[src/hdl/fba_pkg.sv]
// ----------------------------------------------------------------------------
// fba_pkg
// Shared constants, command and status codes, and the controller state type
// of the fragment bump allocator.
// ----------------------------------------------------------------------------
package fba_pkg;

  localparam int ENTRIES_DEF   = 64;
  localparam int ADDR_BITS_DEF = 32;
  localparam logic [15:0] THRESHOLD_RST = 16'd512;

  localparam logic [1:0] CMD_ADD     = 2'd0;
  localparam logic [1:0] CMD_ALLOC   = 2'd1;
  localparam logic [1:0] CMD_RANGE   = 2'd2;
  localparam logic [1:0] CMD_RELEASE = 2'd3;

  localparam logic [1:0] ST_OK      = 2'd0;
  localparam logic [1:0] ST_NOFIT   = 2'd1;
  localparam logic [1:0] ST_FULL    = 2'd2;
  localparam logic [1:0] ST_BADRNG  = 2'd3;

  typedef enum logic [2:0] {
    S_IDLE,
    S_WALK,
    S_GRANT,
    S_COMPACT,
    S_DONE
  } fba_state_t;

endpackage

[src/hdl/fragment_bump_allocator_unit.sv]
// ----------------------------------------------------------------------------
// fragment_bump_allocator_unit
// First-fit bump allocator over a table of free fragments kept as a stack in
// one synchronous memory; the top of the stack is the head of the walk order.
//
//   channel | signals                                   | dir
//   in      | in_valid/in_ready, command .. least_size   | in
//   out     | out_valid/out_ready, status, address, size | out
//   cfg     | cfg_valid/cfg_ready, cfg_data (threshold)  | in
//
// Add and release go straight from idle to the result state. An alloc walks one
// entry per cycle from the top; retiring an entry below the top moves every
// entry above it down by one, one per cycle through the memory port. A new item
// is taken while a result still waits in the output register.
// Synchronous reset empties the table at once; no clearing pass is needed.
// ----------------------------------------------------------------------------
module fragment_bump_allocator_unit
  import fba_pkg::*;
#(
  parameter int ENTRIES   = ENTRIES_DEF,
  parameter int ADDR_BITS = ADDR_BITS_DEF
) (
  input  logic        clk,
  input  logic        rst,
  input  logic        in_valid,
  output logic        in_ready,
  input  logic [1:0]  command,
  input  logic [31:0] start_addr,
  input  logic [31:0] end_addr,
  input  logic [31:0] request_size,
  input  logic [31:0] least_size,
  output logic        out_valid,
  input  logic        out_ready,
  output logic [1:0]  status,
  output logic [31:0] address,
  output logic [31:0] granted_size,
  input  logic        cfg_valid,
  output logic        cfg_ready,
  input  logic [15:0] cfg_data
);

  localparam int AW = ADDR_BITS;
  localparam int XW = (AW > 32) ? AW : 32;
  localparam int IW = (ENTRIES > 1) ? $clog2(ENTRIES) : 1;
  localparam int CW = $clog2(ENTRIES + 1);

  // entry memory: {limit, bump}
  logic [2*AW-1:0] mem [ENTRIES];
  logic [2*AW-1:0] rd_data;
  logic            mem_re, mem_we;
  logic [IW-1:0]   mem_raddr, mem_waddr;
  logic [2*AW-1:0] mem_wdata;

  always_ff @(posedge clk) begin
    if (mem_we) begin
      mem[mem_waddr] <= mem_wdata;
    end
    if (mem_re) begin
      rd_data <= mem[mem_raddr];
    end
  end

  fba_state_t state, state_next;
  logic [CW-1:0] live_count, live_count_next;
  logic [15:0]   thr;
  logic [IW-1:0] ptr, ptr_next, rd_idx, rd_idx_next;
  logic          issue, issue_next, rd_valid, rd_valid_next;
  logic [1:0]    cmd_r, cmd_r_next;
  logic [31:0]   req_r, req_r_next;
  logic          best_found, best_found_next;
  logic [XW-1:0] cur_min, cur_min_next;
  logic [IW-1:0] best_idx, best_idx_next, g_idx, g_idx_next;
  logic [AW-1:0] best_bump, best_bump_next, best_limit, best_limit_next;
  logic [AW-1:0] g_bump, g_bump_next, g_limit, g_limit_next;
  logic [AW-1:0] g_size, g_size_next, g_room, g_room_next;
  logic [1:0]    res_status, res_status_next;
  logic [AW-1:0] res_addr, res_addr_next, res_size, res_size_next;
  logic          out_valid_next;
  logic [1:0]    status_next;
  logic [31:0]   address_next, granted_size_next;

  logic [AW-1:0] e_bump, e_limit, e_room, a_start, a_end, new_bump, rem;
  logic [IW-1:0] last_idx;
  logic          hit, fallback_ok;

  assign in_ready  = (state == S_IDLE);
  assign cfg_ready = 1'b1;
  assign e_bump    = rd_data[AW-1:0];
  assign e_limit   = rd_data[2*AW-1:AW];
  assign e_room    = e_limit - e_bump;
  assign a_start   = AW'(start_addr);
  assign a_end     = AW'(end_addr);
  assign new_bump  = g_bump + g_size;
  assign rem       = g_room - g_size;
  assign last_idx  = IW'(live_count - CW'(1));
  assign hit       = XW'(req_r) <= XW'(e_room);
  assign fallback_ok = cur_min <= XW'(e_room);

  always_comb begin
    state_next      = state;
    live_count_next = live_count;
    ptr_next        = ptr;
    rd_idx_next     = rd_idx;
    issue_next      = issue;
    rd_valid_next   = 1'b0;
    cmd_r_next      = cmd_r;
    req_r_next      = req_r;
    best_found_next = best_found;
    cur_min_next    = cur_min;
    best_idx_next   = best_idx;
    best_bump_next  = best_bump;
    best_limit_next = best_limit;
    g_idx_next      = g_idx;
    g_bump_next     = g_bump;
    g_limit_next    = g_limit;
    g_size_next     = g_size;
    g_room_next     = g_room;
    res_status_next = res_status;
    res_addr_next   = res_addr;
    res_size_next   = res_size;
    out_valid_next  = out_valid & ~out_ready;
    status_next       = status;
    address_next      = address;
    granted_size_next = granted_size;
    mem_re    = 1'b0;
    mem_raddr = ptr;
    mem_we    = 1'b0;
    mem_waddr = g_idx;
    mem_wdata = {g_limit, new_bump};

    case (state)
      S_IDLE: begin
        if (in_valid) begin
          cmd_r_next      = command;
          req_r_next      = request_size;
          cur_min_next    = XW'(least_size);
          best_found_next = 1'b0;
          res_status_next = ST_OK;
          res_addr_next   = '0;
          res_size_next   = '0;
          state_next      = S_DONE;
          case (command)
            CMD_ADD: begin
              if (a_end <= a_start) begin
                res_status_next = ST_BADRNG;
              end else if (live_count >= CW'(ENTRIES)) begin
                res_status_next = ST_FULL;
              end else begin
                mem_we          = 1'b1;
                mem_waddr       = IW'(live_count);
                mem_wdata       = {a_end, a_start};
                live_count_next = live_count + CW'(1);
                res_addr_next   = a_start;
                res_size_next   = a_end - a_start;
              end
            end
            CMD_RELEASE: begin
              live_count_next = '0;
            end
            default: begin
              if (live_count == '0) begin
                res_status_next = ST_NOFIT;
              end else begin
                ptr_next   = last_idx;
                issue_next = 1'b1;
                state_next = S_WALK;
              end
            end
          endcase
        end
      end

      S_WALK: begin
        // issue reads from the top down; evaluate the previous read
        if (issue) begin
          mem_re        = 1'b1;
          rd_valid_next = 1'b1;
          rd_idx_next   = ptr;
          if (ptr == '0) begin
            issue_next = 1'b0;
          end else begin
            ptr_next = ptr - IW'(1);
          end
        end
        if (rd_valid) begin
          if (hit) begin
            g_idx_next    = rd_idx;
            g_bump_next   = e_bump;
            g_limit_next  = e_limit;
            g_room_next   = e_room;
            g_size_next   = AW'(req_r);
            issue_next    = 1'b0;
            rd_valid_next = 1'b0;
            state_next    = S_GRANT;
          end else begin
            if (cmd_r == CMD_RANGE && fallback_ok) begin
              best_found_next = 1'b1;
              cur_min_next    = XW'(e_room);
              best_idx_next   = rd_idx;
              best_bump_next  = e_bump;
              best_limit_next = e_limit;
            end
            if (rd_idx == '0) begin
              issue_next    = 1'b0;
              rd_valid_next = 1'b0;
              if (cmd_r == CMD_RANGE && (fallback_ok || best_found)) begin
                g_idx_next   = fallback_ok ? rd_idx : best_idx;
                g_bump_next  = fallback_ok ? e_bump : best_bump;
                g_limit_next = fallback_ok ? e_limit : best_limit;
                g_room_next  = fallback_ok ? e_room : AW'(cur_min);
                g_size_next  = fallback_ok ? e_room : AW'(cur_min);
                state_next   = S_GRANT;
              end else begin
                res_status_next = ST_NOFIT;
                state_next      = S_DONE;
              end
            end
          end
        end
      end

      S_GRANT: begin
        res_status_next = ST_OK;
        res_addr_next   = g_bump;
        res_size_next   = g_size;
        if (XW'(rem) < XW'(thr)) begin
          // retire: drop the top, or pull the entries above down by one
          if (g_idx == last_idx) begin
            live_count_next = live_count - CW'(1);
            state_next      = S_DONE;
          end else begin
            ptr_next   = g_idx + IW'(1);
            issue_next = 1'b1;
            state_next = S_COMPACT;
          end
        end else begin
          mem_we     = 1'b1;
          state_next = S_DONE;
        end
      end

      S_COMPACT: begin
        if (issue) begin
          mem_re        = 1'b1;
          rd_valid_next = 1'b1;
          rd_idx_next   = ptr;
          if (ptr == last_idx) begin
            issue_next = 1'b0;
          end else begin
            ptr_next = ptr + IW'(1);
          end
        end
        if (rd_valid) begin
          mem_we    = 1'b1;
          mem_waddr = rd_idx - IW'(1);
          mem_wdata = rd_data;
          if (rd_idx == last_idx) begin
            live_count_next = live_count - CW'(1);
            state_next      = S_DONE;
          end
        end
      end

      S_DONE: begin
        if (!out_valid || out_ready) begin
          out_valid_next    = 1'b1;
          status_next       = res_status;
          address_next      = (res_status == ST_OK) ? 32'(res_addr) : '0;
          granted_size_next = (res_status == ST_OK) ? 32'(res_size) : '0;
          state_next        = S_IDLE;
        end
      end

      default: begin
        state_next = S_IDLE;
      end
    endcase
  end

  always_ff @(posedge clk) begin
    if (rst) begin
      state      <= S_IDLE;
      live_count <= '0;
      thr        <= THRESHOLD_RST;
      issue      <= 1'b0;
      rd_valid   <= 1'b0;
      out_valid  <= 1'b0;
    end else begin
      state      <= state_next;
      live_count <= live_count_next;
      issue      <= issue_next;
      rd_valid   <= rd_valid_next;
      out_valid  <= out_valid_next;
      if (cfg_valid) begin
        thr <= cfg_data;
      end
    end
  end

  always_ff @(posedge clk) begin
    ptr          <= ptr_next;
    rd_idx       <= rd_idx_next;
    cmd_r        <= cmd_r_next;
    req_r        <= req_r_next;
    best_found   <= best_found_next;
    cur_min      <= cur_min_next;
    best_idx     <= best_idx_next;
    best_bump    <= best_bump_next;
    best_limit   <= best_limit_next;
    g_idx        <= g_idx_next;
    g_bump       <= g_bump_next;
    g_limit      <= g_limit_next;
    g_size       <= g_size_next;
    g_room       <= g_room_next;
    res_status   <= res_status_next;
    res_addr     <= res_addr_next;
    res_size     <= res_size_next;
    status       <= status_next;
    address      <= address_next;
    granted_size <= granted_size_next;
  end

  a_live_bound: assert property (@(posedge clk) disable iff (rst)
    live_count <= CW'(ENTRIES))
    else $error("live count beyond table size");

  a_release_empties: assert property (@(posedge clk) disable iff (rst)
    (in_valid && in_ready && command == CMD_RELEASE) |=> live_count == '0)
    else $error("release left entries");

  a_compact_not_bottom: assert property (@(posedge clk) disable iff (rst)
    (state == S_COMPACT && rd_valid) |-> rd_idx != '0)
    else $error("compaction read at bottom slot");

  a_walk_nonempty: assert property (@(posedge clk) disable iff (rst)
    state == S_WALK |-> live_count != '0)
    else $error("walk on empty table");

endmodule
[config.mk]
export PLATFORM = sky130hd
export DESIGN_NAME = fragment_bump_allocator_unit
export DESIGN_NICKNAME = d
export VERILOG_FILES = /design/src/hdl/fba_pkg.sv /design/src/hdl/fragment_bump_allocator_unit.sv
export SDC_FILE = /design/constraint.sdc
export NUM_CORES = 2
export LEC_CHECK = 0
export ABC_AREA = 1
export BUFFER_PORTS_ARGS = -buffer_cell sky130_fd_sc_hd__buf_2
export CAP_MARGIN = 20
export CORE_ASPECT_RATIO = 1.5
export CORE_MARGIN = 3
export CORE_UTILIZATION = 40
export CTS_CLUSTER_DIAMETER = 50
export DETAILED_ROUTE_END_ITERATION = 10
export PLACE_DENSITY = 0.53
export SYNTH_ARGS = -nofsm -noshare
export SYNTH_HDL_FRONTEND = slang
export SYNTH_SLANG_ARGS = --single-unit
[constraint.sdc]
create_clock -name clk -period 27.4 [get_ports clk]
set_input_delay 2.74 -clock clk [delete_from_list [all_inputs] [get_ports clk]]
set_output_delay 2.74 -clock clk [all_outputs]
set_load 0.1 [all_outputs]
==> flow_summary.ini <==
[run_status]
outcome = finished clean

[route]
drc = 0
drtAntennaViolNets = 0
dr.first_iter.drc_count = 14500
firstDrtPassIters = 9
wl_mm = 662
vias = 126000
wl_per_cell_um = 31.3
viasPerCell = 5.95

[setup_path]
r2r-start = rd_data[34]$_DFFE_PP_
reg2reg_slack_ps = 19850
crit_family = simple AND/OR/NAND/NOR gates
crit_fanout = 55
start_kind = primary input
slowest_delay_ps = 780
cp_data_required_time_ps = 28010
setup.worst_path.end_class = register
path_common_cell = buf_4
r2r_cells = 22
critPathSlowestCell = nor2_4
cp.arrival_ps = 9500
r2r-end = g_bump[28]$_DFFE_PP_
crit_type = in -> reg
path_buf_inv = 8

[sta]
tightest_slew_ps = 1200
fmax_mhz = 112
whs_ps = 430
slew_viol_final = 0
fin_crit_sh_pct = 32.5
fin_crit_ps = 8900
finalHoldViolCount = 0
rsz0062_at_grt = false
finalWorstSetupSlack_ps = 18500
fin_setup_tns_ps = 0
slew_headroom_pct = 20.2
finalSetupViolCount = 0
clock_skew_ps = 69.7

[grt]
grt_overflow = 0
antenna_found_initial = 38
grt_pass1_vias = 121000
grt_first_pass_wirelength_mm = 924
grt_max_degree = 172
grtUsageTotal_pct = 27.0

[placement]
port_buffers = 218
dp_hpwl_mm = 400
place_ws_ps = 17590
gp_routability_congestion = 0.946
placed_cell_area_mm2 = 0.197

[pwr]
internal_power_w = 0.0132
p_per_area_mw_per_mm2 = 103
power.leakage_nw = 68.1
seqPwrFrac_pct = 37.4
p_comb_share_pct = 34.5
sw_frac_of_total_pct = 39.5
p_switching_w = 0.00861
p_clk_share_pct = 28.2
vdd_drop_max_uv = 85.7

[yosys]
synth_flop_cell = edfxtp_1
synth_edf_count = 4575
synth_top_area_share_pct = 73.3
synth_cell_types = 64
synthTopCellsByArea = edfxtp_1, o21ai_0, nor2_1, o22ai_1, nand2_1
yosys.area.top_type = edfxtp_1
ys_ff_latch = 4604
ys_seq_area_share_pct = 73.6
synth_nets = 14900
async_flop_share_pct = 0
yosys_warnings = 0
synth_area_mm2 = 0.187
synth_most_common_cell = edfxtp_1
syn_avg_cell_area_um2 = 12.9
syn_inst = 14500
synth_commonest_cells = edfxtp_1, nor2_1, o21ai_0

[hold_path]
min_delay_path_depth = 0
worstHoldStart = rd_data[7]$_DFFE_PP_
hold_class = reg -> reg
hold_path_end = best_bump[7]$_DFFE_PP_

[job]
max-cap-violations = 0

[clock_tree]
h-tree-depth = 5
clk_latency_ps = 1040
clockBufferDepth = 4
post-cts-setup-buffer-count = 0
cts_hold_buf = 0
path_clk_slew_ps = 60
cts_tree = yes
cts_buffers = 439
ctsResizeCount = 0
cts_sinks = 4604
clock-root-buffer = clkbuf_16

[die]
start_util_pct = 40.2
die_area_mm2 = 0.477
fp.dieW_um = 565
rows = 307
die_h_um = 844
ios = 220
core_area_mm2 = 0.466

[finish]
nets = 15000
areaGrowthSynthToFinish_pct = 12.6
drive_gt1_share_pct = 9.23
fin_area_mm2 = 0.211
finish.utilization_pct = 45.3
==> final cells by class <==
type                       instances  area [um2]
fill                           42200      255000
multi-input combinational       8588       45500
sequential                      4604      138000
tap                             6180        7730
clock buffer                     528       11400
inverter                         401        1550
timing repair buffer             579        4110
clock inverter                   281        2800
antenna                           25        62.6
==> how the worst max path moves through the flow <==
stage / start / end / slack, ps / depth (start not counted)
2_1_floorplan: rd_data[0]$_DFFE_PP_ / best_bump[0]$_DFFE_PP_ / 16570 / 22
3_3_place_gp: end_addr[0] / mem[63][60]$_DFFE_PP_ / 17610 / 26
3_5_place_dp: end_addr[0] / mem[63][29]$_DFFE_PP_ / 17590 / 26
4_1_cts: end_addr[0] / mem[63][29]$_DFFE_PP_ / 18640 / 26
5_1_grt: end_addr[0] / mem[63][20]$_DFFE_PP_ / 18290 / 26
6_report: end_addr[0] / mem[63][20]$_DFFE_PP_ / 18500 / 26
==> logic make-up (layout without fill, tap and decap cells) <==
kind of cell,Yosys count,count (layout),synth area share (%)
other,1,26,0.00200
and+or+nand+nor,3999,3999,8.51
xor gates and xnor gates,113,113,0.528
buffers and inverters,1354,1789,2.75
AOI/OAI and AO/OA,4260,4260,13.2
adders and majority gates,215,215,1.45
DFF,4604,4604,73.6
==> power groups by stage <==
stage	clock, W	sequential, W	combinational, W
detailed placement	0	0.00830	0.00745
floorplan	0	0.00844	0.00403
global placement	0	0.00830	0.00742
global route	0.00648	0.00816	0.00795
finish	0.00615	0.00816	0.00753
CTS	0.00622	0.00815	0.00747
==> per-layer routing <==
metal | global-route usage, % | vias to the layer above | wire length, um
met5 | 0 | - | 115
met4 | 13.5 | 16 | 38400
met3 | 3.61 | 1240 | 46000
met2 | 45.9 | 5496 | 327000
met1 | 33.7 | 64700 | 251000
li1 | - | 54600 | -
==> state kept, by name, indices dropped and copies added, names as in the netlist, 16 cells and up <==
name          count
res_addr         32
res_size         32
req_r            32
thr              16
granted_size     32
best_bump        32
g_room           32
cur_min          32
g_size           32
address          32
best_limit       32
g_limit          32
mem            4096
g_bump           32
rd_data          64
==> through the flow <==
stage	power, W	cells
after detailed placement	0.0158	20300
after global placement	0.0157	20300
after global routing	0.0226	21200
final	0.0218	21200
after CTS	0.0218	21200
after floorplan	0.0125	14500
==> worst register-to-register path, cell delays in order, from the launching register on <==
cell and delay (ps):
edfxtp_1 560, ha_1 420, a21oi_1 170, o21ai_1 120, a21oi_1 250, o21ai_1 150
a21boi_1 430, o21ai_1 190, a21boi_1 340, xor2_1 780, ha_1 410, a21oi_1 160
o221ai_1 140, a21oi_1 300, nor3_1 90, nor2_1 120, nand2_2 100, nand2_4 380
o21ai_0 310, nor2_4 140, buf_4 460, buf_16 340, buf_4 750
==> placed cells by master (no fill, tap or decap), types with 25 or more instances in the layout <==
cell       instances
edfxtp_1        4575
o21ai_0         2321
nor2_1          2276
nand2_1         1134
o22ai_1          770
clkbuf_16        444
inv_1            383
nand3_1          348
a21oi_1          336
buf_4            335
o221ai_1         281
o211ai_1         261
buf_2            219
ha_1             211
clkinv_1         103
clkbuf_1          84
clkinv_2          80
nand4_1           77
nor2_4            74
xor2_1            66
a31oi_1           62
bufinv_16         48
xnor2_1           47
a22oi_1           45
o21ai_1           30
dfxtp_1           29
diode_2           25
Note: power is estimated with default switching activity, not from simulation.
